**src/rtl/obgov_pkg.sv**
```systemverilog
package obgov_pkg;

    // Stream and configuration port widths
    localparam int IN_DATA_W  = 64;
    localparam int OUT_DATA_W = 32;
    localparam int CFG_IDX_W  = 3;
    localparam int CFG_DATA_W = 15;

    // Field widths
    localparam int CENTER_W = 16;
    localparam int SIZE_W   = 13;
    localparam int DIST_W   = 15;
    localparam int SPEED_W  = 10;
    localparam int SCORE_W  = 17;
    localparam int PT_W     = 18;   // point coordinate in half-cm
    localparam int STEP_W   = 5;

    localparam logic [SCORE_W-1:0] NO_OBSTACLE = 17'd99900;

    // Rectangle bounds in half-cm
    localparam logic signed [PT_W-1:0] FB_NEAR_H       = 18'sd660;
    localparam logic signed [PT_W-1:0] FB_FAR_H        = 18'sd3660;
    localparam logic signed [PT_W-1:0] FB_HALFW_H      = 18'sd300;
    localparam logic signed [PT_W-1:0] FB_ACROSS_MIN_H = 18'sd260;
    localparam logic signed [PT_W-1:0] LR_NEAR_H       = 18'sd320;
    localparam logic signed [PT_W-1:0] LR_FAR_H        = 18'sd3320;
    localparam logic signed [PT_W-1:0] LR_HALFW_H      = 18'sd650;
    localparam logic signed [PT_W-1:0] LR_ACROSS_MIN_H = 18'sd400;

    // Configuration register indexes
    localparam logic [CFG_IDX_W-1:0] CFG_REGION_DIRECTION = 3'd0;
    localparam logic [CFG_IDX_W-1:0] CFG_FAR_DISTANCE     = 3'd1;
    localparam logic [CFG_IDX_W-1:0] CFG_FAR_SPEED        = 3'd2;
    localparam logic [CFG_IDX_W-1:0] CFG_NEAR_DISTANCE    = 3'd3;
    localparam logic [CFG_IDX_W-1:0] CFG_NEAR_SPEED       = 3'd4;

    typedef enum logic [2:0] {
        OP_NOP,
        OP_ACCEPT,
        OP_POINT,
        OP_SCORE,
        OP_MUL,
        OP_DIV_INIT,
        OP_DIV_STEP,
        OP_FINISH
    } op_t;

    typedef enum logic [2:0] {
        COND_NONE,
        COND_ALWAYS,
        COND_NO_INPUT,
        COND_NO_BOX,
        COND_NOT_LAST,
        COND_DIV_MORE,
        COND_OUT_BUSY
    } cond_t;

    typedef enum logic [1:0] {
        CF_ZERO,
        CF_POS,
        CF_NEG
    } coef_t;

    typedef struct packed {
        op_t               op;
        coef_t             kx;
        coef_t             ky;
        cond_t             cond;
        logic [STEP_W-1:0] target;
    } ctrl_t;

    typedef struct packed {
        logic in_valid;
        logic box_valid;
        logic last;
        logic div_more;
        logic out_busy;
    } status_t;

    typedef struct packed {
        logic [1:0]         region_direction;
        logic [DIST_W-1:0]  far_distance;
        logic [SPEED_W-1:0] far_speed;
        logic [DIST_W-1:0]  near_distance;
        logic [SPEED_W-1:0] near_speed;
    } cfg_t;

endpackage

```
**src/rtl/obgov_seq.sv**
```systemverilog
module obgov_seq (
    input  logic            clk,
    input  logic            rst_n,
    input  obgov_pkg::status_t status,
    output obgov_pkg::ctrl_t   ctrl
);
    import obgov_pkg::*;

    localparam logic [STEP_W-1:0] S_IDLE   = 5'd0;
    localparam logic [STEP_W-1:0] S_FRAME  = 5'd20;
    localparam logic [STEP_W-1:0] S_DIV    = 5'd23;
    localparam logic [STEP_W-1:0] S_WAIT   = 5'd24;
    localparam logic [STEP_W-1:0] S_LAST   = 5'd25;

    function automatic ctrl_t cw(op_t op, coef_t kx, coef_t ky, cond_t cond,
                                 logic [STEP_W-1:0] target);
        ctrl_t c;
        c.op     = op;
        c.kx     = kx;
        c.ky     = ky;
        c.cond   = cond;
        c.target = target;
        return c;
    endfunction

    // Microprogram: two steps per sample point, one per quotient bit
    function automatic ctrl_t ucode(logic [STEP_W-1:0] step);
        ctrl_t c;
        case (step) inside
            5'd0:  c = cw(OP_ACCEPT,   CF_ZERO, CF_ZERO, COND_NO_INPUT, S_IDLE);
            5'd1:  c = cw(OP_NOP,      CF_ZERO, CF_ZERO, COND_NO_BOX,   S_FRAME);
            5'd2:  c = cw(OP_POINT,    CF_NEG,  CF_NEG,  COND_NONE,     S_IDLE);
            5'd4:  c = cw(OP_POINT,    CF_NEG,  CF_ZERO, COND_NONE,     S_IDLE);
            5'd6:  c = cw(OP_POINT,    CF_NEG,  CF_POS,  COND_NONE,     S_IDLE);
            5'd8:  c = cw(OP_POINT,    CF_ZERO, CF_NEG,  COND_NONE,     S_IDLE);
            5'd10: c = cw(OP_POINT,    CF_ZERO, CF_ZERO, COND_NONE,     S_IDLE);
            5'd12: c = cw(OP_POINT,    CF_ZERO, CF_POS,  COND_NONE,     S_IDLE);
            5'd14: c = cw(OP_POINT,    CF_POS,  CF_NEG,  COND_NONE,     S_IDLE);
            5'd16: c = cw(OP_POINT,    CF_POS,  CF_ZERO, COND_NONE,     S_IDLE);
            5'd18: c = cw(OP_POINT,    CF_POS,  CF_POS,  COND_NONE,     S_IDLE);
            5'd3, 5'd5, 5'd7, 5'd9, 5'd11, 5'd13, 5'd15, 5'd17, 5'd19:
                   c = cw(OP_SCORE,    CF_ZERO, CF_ZERO, COND_NONE,     S_IDLE);
            5'd20: c = cw(OP_NOP,      CF_ZERO, CF_ZERO, COND_NOT_LAST, S_IDLE);
            5'd21: c = cw(OP_MUL,      CF_ZERO, CF_ZERO, COND_NONE,     S_IDLE);
            5'd22: c = cw(OP_DIV_INIT, CF_ZERO, CF_ZERO, COND_NONE,     S_IDLE);
            5'd23: c = cw(OP_DIV_STEP, CF_ZERO, CF_ZERO, COND_DIV_MORE, S_DIV);
            5'd24: c = cw(OP_NOP,      CF_ZERO, CF_ZERO, COND_OUT_BUSY, S_WAIT);
            5'd25: c = cw(OP_FINISH,   CF_ZERO, CF_ZERO, COND_ALWAYS,   S_IDLE);
            default: c = cw(OP_NOP,    CF_ZERO, CF_ZERO, COND_ALWAYS,   S_IDLE);
        endcase
        return c;
    endfunction

    logic [STEP_W-1:0] step_reg;
    logic [STEP_W-1:0] step_next;
    logic              jump;

    assign ctrl = ucode(step_reg);

    always_comb
    begin
        unique case (ctrl.cond)
            COND_NONE:     jump = 1'b0;
            COND_ALWAYS:   jump = 1'b1;
            COND_NO_INPUT: jump = !status.in_valid;
            COND_NO_BOX:   jump = !status.box_valid;
            COND_NOT_LAST: jump = !status.last;
            COND_DIV_MORE: jump = status.div_more;
            COND_OUT_BUSY: jump = status.out_busy;
            default:       jump = 1'b1;
        endcase
        step_next = jump ? ctrl.target : step_reg + 5'd1;
    end

    always_ff @(posedge clk or negedge rst_n)
    begin
        if (!rst_n)
        begin
            step_reg <= S_IDLE;
        end
        else
        begin
            step_reg <= step_next;
        end
    end

`ifndef SYNTH
    a_step_range: assert property (@(posedge clk) disable iff (!rst_n)
        step_reg <= S_LAST)
        else $error("step counter left the program");

    a_finish_returns: assert property (@(posedge clk) disable iff (!rst_n)
        step_reg == S_LAST |=> step_reg == S_IDLE)
        else $error("finish step did not return to idle");

    a_accept_advances: assert property (@(posedge clk) disable iff (!rst_n)
        (step_reg == S_IDLE && status.in_valid) |=> step_reg == 5'd1)
        else $error("accepted transaction did not start the program");
`endif

endmodule

```
**src/rtl/obgov_dp.sv**
```systemverilog
module obgov_dp (
    input  logic                                clk,
    input  logic                                rst_n,
    input  obgov_pkg::ctrl_t                    ctrl,
    input  obgov_pkg::cfg_t                     cfg,
    input  logic                                s_tvalid,
    input  logic [obgov_pkg::IN_DATA_W-1:0]     s_tdata,
    input  logic                                s_tlast,
    input  logic                                s_tuser,
    output logic                                m_tvalid,
    input  logic                                m_tready,
    output logic [obgov_pkg::OUT_DATA_W-1:0]    m_tdata,
    output obgov_pkg::status_t                  status
);
    import obgov_pkg::*;

    // Latched item
    logic signed [CENTER_W-1:0] cx_reg, cy_reg;
    logic [SIZE_W-1:0]          sx_reg, sy_reg;
    logic                       box_reg, last_reg;

    // Point and score
    logic signed [PT_W-1:0]     px_reg, py_reg, px_next, py_next;
    logic [SCORE_W-1:0]         min_reg, min_next;

    // Speed interpolation
    logic                       ge_far_reg, le_near_reg;
    logic [DIST_W-1:0]          den_reg;
    logic signed [26:0]         prod_reg;
    logic                       neg_reg;
    logic [DIST_W-1:0]          rem_reg, rem_next;
    logic [SPEED_W-1:0]         quo_reg, quo_next;
    logic [3:0]                 cnt_reg;

    // Output register
    logic                       out_valid_reg;
    logic [SCORE_W-1:0]         out_score_reg;
    logic [SPEED_W-1:0]         out_speed_reg;
    logic                       out_seen_reg;

    logic accept;
    logic fire;

    assign accept = (ctrl.op == OP_ACCEPT) && s_tvalid;
    assign fire   = (ctrl.op == OP_FINISH);

    function automatic logic signed [PT_W-1:0] offset(coef_t k, logic [SIZE_W-1:0] s);
        logic signed [PT_W-1:0] v;
        v = $signed({5'b0, s});
        case (k)
            CF_POS:  return v;
            CF_NEG:  return -v;
            default: return '0;
        endcase
    endfunction

    // Point generation
    always_comb
    begin
        px_next = $signed({cx_reg[CENTER_W-1], cx_reg, 1'b0}) + offset(ctrl.kx, sx_reg);
        py_next = $signed({cy_reg[CENTER_W-1], cy_reg, 1'b0}) + offset(ctrl.ky, sy_reg);
    end

    // Region test and score of the held point
    logic signed [PT_W-1:0] along_src, across_src, a_pos, across_abs;
    logic signed [PT_W-1:0] near_h, far_h, halfw_h, amin_h, along_full;
    logic                   in_rect;
    logic [11:0]            along;
    logic [10:0]            across;
    logic [12:0]            score2;
    logic [11:0]            score;

    always_comb
    begin
        along_src  = cfg.region_direction[1] ? py_reg : px_reg;
        across_src = cfg.region_direction[1] ? px_reg : py_reg;
        a_pos      = cfg.region_direction[0] ? -along_src : along_src;
        near_h     = cfg.region_direction[1] ? LR_NEAR_H : FB_NEAR_H;
        far_h      = cfg.region_direction[1] ? LR_FAR_H : FB_FAR_H;
        halfw_h    = cfg.region_direction[1] ? LR_HALFW_H : FB_HALFW_H;
        amin_h     = cfg.region_direction[1] ? LR_ACROSS_MIN_H : FB_ACROSS_MIN_H;
        in_rect    = (a_pos >= near_h) && (a_pos <= far_h)
                  && (across_src >= -halfw_h) && (across_src <= halfw_h);
        along_full = a_pos - near_h;
        along      = along_full[11:0];
        across_abs = (across_src < 0) ? -across_src : across_src;
        across     = (across_abs < amin_h) ? 11'd0 : across_abs[10:0];
        score2     = {1'b0, along} + {1'b0, across, 1'b0};
        score      = score2[12:1];
    end

    // Division step
    logic [DIST_W:0] trial;
    logic            take;
    always_comb
    begin
        trial    = {rem_reg, quo_reg[SPEED_W-1]};
        take     = trial >= {1'b0, den_reg};
        rem_next = take ? DIST_W'(trial - {1'b0, den_reg}) : trial[DIST_W-1:0];
        quo_next = {quo_reg[SPEED_W-2:0], take};
    end

    // Speed selection at finish
    logic [SPEED_W:0]   interp;
    logic [SPEED_W-1:0] speed;
    always_comb
    begin
        if (neg_reg)
        begin
            interp = {1'b0, cfg.near_speed}
                   - ({1'b0, quo_reg} + {{SPEED_W{1'b0}}, (rem_reg != '0)});
        end
        else
        begin
            interp = {1'b0, cfg.near_speed} + {1'b0, quo_reg};
        end
        if (ge_far_reg)
        begin
            speed = cfg.far_speed;
        end
        else if (le_near_reg)
        begin
            speed = cfg.near_speed;
        end
        else
        begin
            speed = interp[SPEED_W-1:0];
        end
    end

    always_comb
    begin
        min_next = min_reg;
        if (ctrl.op == OP_SCORE && in_rect && ({5'b0, score} < min_reg))
        begin
            min_next = {5'b0, score};
        end
        else if (fire)
        begin
            min_next = NO_OBSTACLE;
        end
    end

    // Payload registers
    logic [DIST_W-1:0]  dd;
    logic signed [10:0] ds;
    logic [26:0]        mag;
    assign dd  = min_reg[DIST_W-1:0] - cfg.near_distance;
    assign ds  = $signed({1'b0, cfg.far_speed}) - $signed({1'b0, cfg.near_speed});
    assign mag = prod_reg[26] ? 27'(-prod_reg) : prod_reg;

    always_ff @(posedge clk)
    begin
        if (accept)
        begin
            cx_reg   <= $signed(s_tdata[15:0]);
            cy_reg   <= $signed(s_tdata[31:16]);
            sx_reg   <= s_tdata[44:32];
            sy_reg   <= s_tdata[57:45];
            box_reg  <= s_tuser;
            last_reg <= s_tlast;
        end
        if (ctrl.op == OP_POINT)
        begin
            px_reg <= px_next;
            py_reg <= py_next;
        end
        if (ctrl.op == OP_MUL)
        begin
            ge_far_reg  <= min_reg >= {2'b0, cfg.far_distance};
            le_near_reg <= min_reg <= {2'b0, cfg.near_distance};
            den_reg     <= cfg.far_distance - cfg.near_distance;
            prod_reg    <= $signed({1'b0, dd}) * ds;
        end
        if (ctrl.op == OP_DIV_INIT)
        begin
            neg_reg <= prod_reg[26];
            rem_reg <= mag[24:10];
            quo_reg <= mag[9:0];
        end
        if (ctrl.op == OP_DIV_STEP)
        begin
            rem_reg <= rem_next;
            quo_reg <= quo_next;
        end
        if (fire)
        begin
            out_score_reg <= min_reg;
            out_speed_reg <= speed;
            out_seen_reg  <= (min_reg != NO_OBSTACLE);
        end
    end

    // Control registers
    always_ff @(posedge clk or negedge rst_n)
    begin
        if (!rst_n)
        begin
            min_reg       <= NO_OBSTACLE;
            cnt_reg       <= '0;
            out_valid_reg <= 1'b0;
        end
        else
        begin
            min_reg <= min_next;
            if (ctrl.op == OP_DIV_INIT)
            begin
                cnt_reg <= 4'd9;
            end
            else if (ctrl.op == OP_DIV_STEP && cnt_reg != '0)
            begin
                cnt_reg <= cnt_reg - 4'd1;
            end
            if (fire)
            begin
                out_valid_reg <= 1'b1;
            end
            else if (m_tready)
            begin
                out_valid_reg <= 1'b0;
            end
        end
    end

    assign m_tvalid = out_valid_reg;
    assign m_tdata  = {4'b0, out_seen_reg, out_speed_reg, out_score_reg};

    assign status.in_valid  = s_tvalid;
    assign status.box_valid = box_reg;
    assign status.last      = last_reg;
    assign status.div_more  = (cnt_reg != '0);
    assign status.out_busy  = out_valid_reg && !m_tready;

`ifndef SYNTH
    a_min_bound: assert property (@(posedge clk) disable iff (!rst_n)
        min_reg <= NO_OBSTACLE)
        else $error("running minimum above no-obstacle value");

    a_min_cleared: assert property (@(posedge clk) disable iff (!rst_n)
        fire |=> min_reg == NO_OBSTACLE)
        else $error("running minimum not cleared after frame result");

    a_result_shown: assert property (@(posedge clk) disable iff (!rst_n)
        fire |=> m_tvalid)
        else $error("frame result not presented");

    a_finish_free: assert property (@(posedge clk) disable iff (!rst_n)
        fire |-> !(out_valid_reg && !m_tready))
        else $error("result overwrote a pending transaction");
`endif

endmodule

```
**src/rtl/obstacle_box_speed_governor.sv**
```systemverilog
// Obstacle box speed governor. Each input transaction carries at most one
// obstacle box (tuser = box present, tlast = end of frame); nine sample points
// of the box are tested against the detection rectangle chosen by
// region_direction and the smallest score (along + 2 * across) / 2 is kept. On a
// frame end one result transaction gives that minimum (99900 when empty), a
// speed limit interpolated between the near and far settings, and a seen
// flag; the minimum then clears. A microprogrammed sequencer drives the
// datapath: two steps per sample point and one step per quotient bit of the
// 10-bit interpolation divide. The output register decouples the sides: new
// input is accepted while a result waits, and the finish step stalls only if
// a previous result is still pending. Configure only while the block is idle.
module obstacle_box_speed_governor (
    input  logic                                clk,
    input  logic                                rst_n,
    input  logic                                s_tvalid,
    output logic                                s_tready,
    // [15:0] box_center_x, [31:16] box_center_y, [44:32] box_size_x,
    // [57:45] box_size_y, [63:58] zero
    input  logic [obgov_pkg::IN_DATA_W-1:0]     s_tdata,
    input  logic                                s_tlast,   // frame_end
    input  logic                                s_tuser,   // box_valid
    output logic                                m_tvalid,
    input  logic                                m_tready,
    // [16:0] nearest_score, [26:17] speed_limit, [27] obstacle_seen, [31:28] zero
    output logic [obgov_pkg::OUT_DATA_W-1:0]    m_tdata,
    input  logic                                cfg_valid,
    output logic                                cfg_ready,
    input  logic [obgov_pkg::CFG_IDX_W-1:0]     cfg_index,
    input  logic [obgov_pkg::CFG_DATA_W-1:0]    cfg_data
);
    import obgov_pkg::*;

    cfg_t    cfg_reg;
    ctrl_t   ctrl;
    status_t status;
    logic    cfg_we;

    assign cfg_ready = 1'b1;
    assign cfg_we    = cfg_valid && cfg_ready;
    assign s_tready  = (ctrl.op == OP_ACCEPT);

    always_ff @(posedge clk or negedge rst_n)
    begin
        if (!rst_n)
        begin
            cfg_reg.region_direction <= 2'd0;
            cfg_reg.far_distance     <= 15'd1500;
            cfg_reg.far_speed        <= 10'd300;
            cfg_reg.near_distance    <= 15'd250;
            cfg_reg.near_speed       <= 10'd0;
        end
        else if (cfg_we)
        begin
            unique case (cfg_index)
                CFG_REGION_DIRECTION: cfg_reg.region_direction <= cfg_data[1:0];
                CFG_FAR_DISTANCE:     cfg_reg.far_distance     <= cfg_data;
                CFG_FAR_SPEED:        cfg_reg.far_speed        <= cfg_data[SPEED_W-1:0];
                CFG_NEAR_DISTANCE:    cfg_reg.near_distance    <= cfg_data;
                CFG_NEAR_SPEED:       cfg_reg.near_speed       <= cfg_data[SPEED_W-1:0];
                default: ;
            endcase
        end
    end

    obgov_seq u_seq (
        .clk    (clk),
        .rst_n  (rst_n),
        .status (status),
        .ctrl   (ctrl)
    );

    obgov_dp u_dp (
        .clk      (clk),
        .rst_n    (rst_n),
        .ctrl     (ctrl),
        .cfg      (cfg_reg),
        .s_tvalid (s_tvalid),
        .s_tdata  (s_tdata),
        .s_tlast  (s_tlast),
        .s_tuser  (s_tuser),
        .m_tvalid (m_tvalid),
        .m_tready (m_tready),
        .m_tdata  (m_tdata),
        .status   (status)
    );

endmodule

```
**config.mk**
```make
export PLATFORM = sky130hd
export DESIGN_NAME = obstacle_box_speed_governor
export DESIGN_NICKNAME = d
export VERILOG_FILES = /design/src/rtl/obgov_pkg.sv /design/src/rtl/obgov_seq.sv /design/src/rtl/obgov_dp.sv /design/src/rtl/obstacle_box_speed_governor.sv
export SDC_FILE = /design/constraint.sdc
export NUM_CORES = 1
export LEC_CHECK = 0
export CORE_MARGIN = 3
export CORE_UTILIZATION = 59
export CTS_BUF_LIST = sky130_fd_sc_hd__clkbuf_8
export DETAILED_ROUTE_END_ITERATION = 12
export DONT_BUFFER_PORTS = 1
export PLACE_DENSITY = 0.72
export SLEW_MARGIN = 0
export SYNTH_ARGS = -nofsm -noshare
export SYNTH_HDL_FRONTEND = slang
export SYNTH_SLANG_ARGS = --single-unit
```
**constraint.sdc**
```tcl
create_clock -name clk -period 13.02 [get_ports clk]
set_input_delay 2.604 -clock clk [delete_from_list [all_inputs] [get_ports clk]]
set_output_delay 2.604 -clock clk [all_outputs]
set_load 0.05 [all_outputs]
```
Yosys cells after proc, flatten, opt, wreduce, memory -nomap -nowiden --
Cells that the tools add are included.
Operators by class: add/subtract/negate cells 19, $mul 1, $lt $le $gt $ge 10, equality and inequality tests 46, multiplexer cells 46, reduce and logical (&&, ||, !) cells 27
Operator list (count):
- two-way mux 15 bit | 21
- two-way mux 10 bit | 8
- two-way mux 18 bit | 4
- one-hot mux 18 bit (2 select lines) | 2
- negator 18 bit | 3
- equality test 5 bit, second input constant | 10
- subtractor 15 bit | 3
- equality test 5 x 4 -> 1 bit, second input constant | 8
- adder 17 x 18 -> 18 bit | 2
- negator 13 -> 18 bit | 2
- two-way mux 17 bit | 2
- multiplier 16 x 11 -> 27 bit | 1
- two-way mux 25 bit | 1
- negator 25 bit | 1
- equality test 3 bit, second input constant | 8
- equality test 5 x 3 -> 1 bit, second input constant | 4
- equality test 3 x 2 -> 1 bit, second input constant | 6
- >= comparator 18 x 11 -> 1 bit | 1
- >= comparator 18 bit | 1
- less-or-equal comparator 18 x 11 -> 1 bit | 1
- less-or-equal comparator 18 x 13 -> 1 bit | 1
- less-than comparator 18 x 1 -> 1 bit, second input constant | 1
- less-than comparator 18 bit | 1
- >= comparator 17 x 15 -> 1 bit | 1
- other kinds (32) | 56
Word-level totals: register bits after elaboration 273, input port bits 89, output and inout bits 35, word-level logic and storage cells 176

Logic depth before layout (Yosys ltp) --
depth in word-level cells 23, depth in mapped cells 36, mapped depth without buffers 30

Modules after synthesis --
Synthesis repeated with hierarchy kept, for this count alone.
Unflattened totals: cells, all modules 2576, area, all modules 24758.7 µm²
Modules (own cells, without submodules):
- obgov_dp | times used 1, cells an instance 2344, area each 21817.2 µm², sequential area each 6134.6 µm²
- obstacle_box_speed_governor | times used 1, cells an instance 117, area each 2080.7 µm², sequential area each 1322.5 µm²
- obgov_seq | times used 1, cells an instance 115, area each 860.8 µm², sequential area each 125.1 µm²

Least setup slack after synthesis --
No wires, ideal clock.
path type flip-flop to flip-flop, from reg cfg_reg[11] (netlist name), to reg u_dp.prod_reg[26] (data pin), library setup time 0.261 ns, arrival 6.818 ns, setup slack 5.940 ns, stages on the path, launching flop included 28, path buffers 0, period minus slack after synthesis 7.080 ns, path through dfstp_2 > inv_1 > ha_1 > nor2b_1 > o21a_1 > o21ai_0 > a221o_1 > o211ai_1 > a211oi_1 > nor3b_1 > nand2_1 > fa_1 > inv_1 > fa_1 > fa_1 > fa_1 > inv_1 > fa_1 > inv_1 > ha_1 > o21a_1 > o21ai_0 > or3_1 > a21oi_1 > nand4b_1 > a31oi_1 > o21ai_0 > xnor2_1
Between the ends: cells in the longest elaborated chain, start to end 2
Ends and longest elaborated chain:
- start: declaration | line obstacle_box_speed_governor.sv:33 | cfg_t cfg_reg;
- subtractor 15 bit | line obgov_dp.sv:148 | assign dd = min_reg[DIST_W-1:0] - cfg.near_distance;
- multiplier 16 x 11 -> 27 bit | line obgov_dp.sv:173 | prod_reg <= $signed({1'b0, dd}) * ds;
- end signal: assignment | line obgov_dp.sv:173
- end: declaration | line obgov_dp.sv:29 | logic signed [26:0] prod_reg;
Every way passes these cells. A chain may end at the register's enable or synchronous reset.

Final worst setup path --
from reg cfg_reg[51] (netlist name), to reg u_dp.min_reg[6]
Between the ends: cells in the longest elaborated chain, start to end 10, elaborated cells on any way between the ends 28, classes of those cells 5 x add/sub; 7 x order compare; 10 x mux; 6 x reduce/logical
Ends and longest elaborated chain:
- parallel branches: the longest is 10 deep, another holds negator 18 bit
- end signal: assignment | line obgov_dp.sv:205 | min_reg <= min_next;
- end: declaration | line obgov_dp.sv:24 | logic [SCORE_W-1:0] min_reg, min_next;
Parallel ways; which one is timed is not known.

==> results.sh <==
export IMPL_grt_ovfl_total=0
export IMPL_cap_violations=0
export IMPL_ctsLongestPathBuffers=3
export IMPL_antenna_left=0
export IMPL_final_area_sq_um=26500
export IMPL_die_area_sq_um=45000
export IMPL_grt_pass1_wl_um=98100
export IMPL_postCtsHoldBufs=0
export IMPL_multi_input_area_sq_um=15900
export IMPL_area_growth_pct=5.62
export IMPL_cp_required_ns=13.52
export IMPL_cp_max_fo=81
export IMPL_synth_area_top_cells="edfxtp_1, ha_1, fa_1"
export IMPL_rr_endpoint="u_dp.min_reg[6]$_DFFE_PN0P_"
export IMPL_clock_skew_ns=0.0242
export IMPL_dr_pass1_iters=7
export IMPL_finalCritPeriodShare=0.644
export IMPL_reg2reg_from="cfg_reg[51]$_DFFE_PN0P_"
export IMPL_dieWidth_um=212
export IMPL_grt_util_all_layers=0.273
export IMPL_seq_area_frac_synth=0.303
export IMPL_hold_class="flop to flop"
export IMPL_post_drt_wl_per_cell_um=19.1
export IMPL_worst_slack_ns=4.64
export IMPL_hold_viol_final=0
export IMPL_holdPathStages=1
export IMPL_htreeDepth=2
export IMPL_min_to="cfg_reg[21]$_DFFE_PN0P_"
export IMPL_regArea_sq_um=7580
export IMPL_tightest_slew_ns=1.19
export IMPL_dp_slack_ns=4.70
export IMPL_drive_gt1_frac=0.0818
export IMPL_reg2regPathDepth=30
export IMPL_clock_sinks=264
export IMPL_drc_errors=0
export IMPL_grt_pass1_vias=19200
export IMPL_crit_slowest_cell="buf_4"
export IMPL_synth_ff_type="edfxtp_1"
export IMPL_rows=74
export IMPL_max_freq_mhz=119
export IMPL_ys_async_sr_fraction=0.284
export IMPL_cpLargestDelayFamily="compound AO/OA/AOI/OAI gates"
export IMPL_crit_top_cell="ha_1"
export IMPL_rrSetupSlack_ns=4.64
export IMPL_vias_per_cell=6.06
export IMPL_postSynthAreaPerCell_sq_um=9.40
export IMPL_relSlewSlack=0.201
export IMPL_clock_latency_ns=0.63
export IMPL_port_buffers=0
export IMPL_vias=19500
export IMPL_period_needed_ns=8.38
export IMPL_synth_top_area_frac=0.227
export IMPL_synth_cell_types=96
export IMPL_antenna_found_initial=3
export IMPL_grt_max_degree=82
export IMPL_path_class="flop to flop"
export IMPL_rsz0062_at_grt="false"
export IMPL_dp_hpwl_um=48200
export IMPL_core_sq_um=41400
export IMPL_final_common_cell="inv_1"
export IMPL_cts_setup_buffers=0
export IMPL_drt_wl_total_um=61400
export IMPL_die_y_um=212
export IMPL_worstSetupStartpointType="flop"
export IMPL_place_congestion=0.949
export IMPL_syn_area_sq_um=25100
export IMPL_tns_ns=0
export IMPL_setup_viol=0
export IMPL_status="complete, no violations"
export IMPL_synth_enable_flop_cells=189
export IMPL_cts_root_buf="clkbuf_8"
export IMPL_cts_resized=0
export IMPL_fillers=3370
export IMPL_slowest_delay_ns=0.75
export IMPL_hp_start="cfg_reg[21]$_DFFE_PN0P_"
export IMPL_largest_register_ffs=52
export IMPL_yosysTopAreaCell="edfxtp_1"
export IMPL_cp_end_kind="flop"
export IMPL_n_antenna_cell=0
export IMPL_finalNetCount=3117
export IMPL_cp_arrival_ns=8.89
export IMPL_placed_area_sq_um=25400
export IMPL_crit_buf_inv=2
export IMPL_io_pins=124
export IMPL_first_iter_violations=1302
export IMPL_cts_tree="yes"
export IMPL_ys_warn_count=0
export IMPL_initial_core_util=0.605
export IMPL_synthCells=2664
export IMPL_layout_common_cells="inv_1, ha_1, nand2_1"
export IMPL_drv_slew=0
export IMPL_synth_seq_cells=264
export IMPL_post_route_util=0.639
export IMPL_cts_buffers=48
export IMPL_clk_pin_slew_ns=0.07
-- per-layer routing --
| metal | share of wire | up-vias | global-route usage | routed length, um |
|---|---|---|---|---|
| li1 | - | 9319 | - | - |
| met1 | 0.39 | 9429 | 0.330 | 24200 |
| met2 | 0.49 | 621 | 0.475 | 30400 |
| met3 | 0.059 | 155 | 0.0447 | 3640 |
| met4 | 0.051 | 6 | 0.138 | 3140 |
| met5 | 0.00076 | - | 0 | 47 |
-- area by class of cell --
cell class                 count  area share
multi-input combinational   2024       0.602
sequential                   264       0.287
inverter                     300      0.0426
clock buffer                  52      0.0270
tap                          532      0.0252
clock inverter                37      0.0128
timing repair buffer          13     0.00369
-- metrics by stage --
step / hold WS [ns] / cells
floorplan: 0.469 / 2670
global placement: 0.487 / 3133
detailed placement: 0.493 / 3133
CTS: 0.507 / 3222
global route: 0.517 / 3222
finish: 0.506 / 3222
-- synthesized netlist by cell type, drive strengths merged (32+ instances only) --
library cell,count
a21oi,127
buf,37
clkbuf,45
dfrtp,51
edfxtp,189
fa,127
ha,250
inv,299
mux2,46
mux2i,46
nand2,222
nand2b,35
nand3,35
nor2,213
nor2b,35
nor3,83
o21a,32
o21ai,186
or3,37
xnor2,121
xor2,53
-- how the worst max path moves through the flow --
| stage | startpoint | to | cells after the start |
|---|---|---|---|
| after global routing | cfg_reg[51]$_DFFE_PN0P_ | u_dp.min_reg[6]$_DFFE_PN0P_ | 30 |
| after floorplan | cfg_reg[11]$_DFFE_PN1P_ | u_dp.prod_reg[26]$_DFFE_PN_ | 27 |
| after detailed placement | cfg_reg[51]$_DFFE_PN0P_ | u_dp.min_reg[6]$_DFFE_PN0P_ | 30 |
| after CTS | cfg_reg[51]$_DFFE_PN0P_ | u_dp.min_reg[6]$_DFFE_PN0P_ | 30 |
| final | cfg_reg[51]$_DFFE_PN0P_ | u_dp.min_reg[6]$_DFFE_PN0P_ | 30 |
| after global placement | cfg_reg[51]$_DFFE_PN0P_ | u_dp.min_reg[6]$_DFFE_PN0P_ | 30 |
-- kinds of logic after synthesis --
| family | count (synthesis) | share of synthesized area |
|---|---|---|
| simple gates | 824 | 0.166 |
| buf+inv | 382 | 0.0637 |
| xor+xnor | 174 | 0.0611 |
| other cells | 2 | 0.000300 |
| compound gates | 549 | 0.139 |
| mux | 92 | 0.0404 |
| fa+ha+maj | 377 | 0.226 |
| flops | 264 | 0.303 |
Power is not shown: default switching activity piles up to over one toggle a cycle in this logic, so the estimate is an artifact.
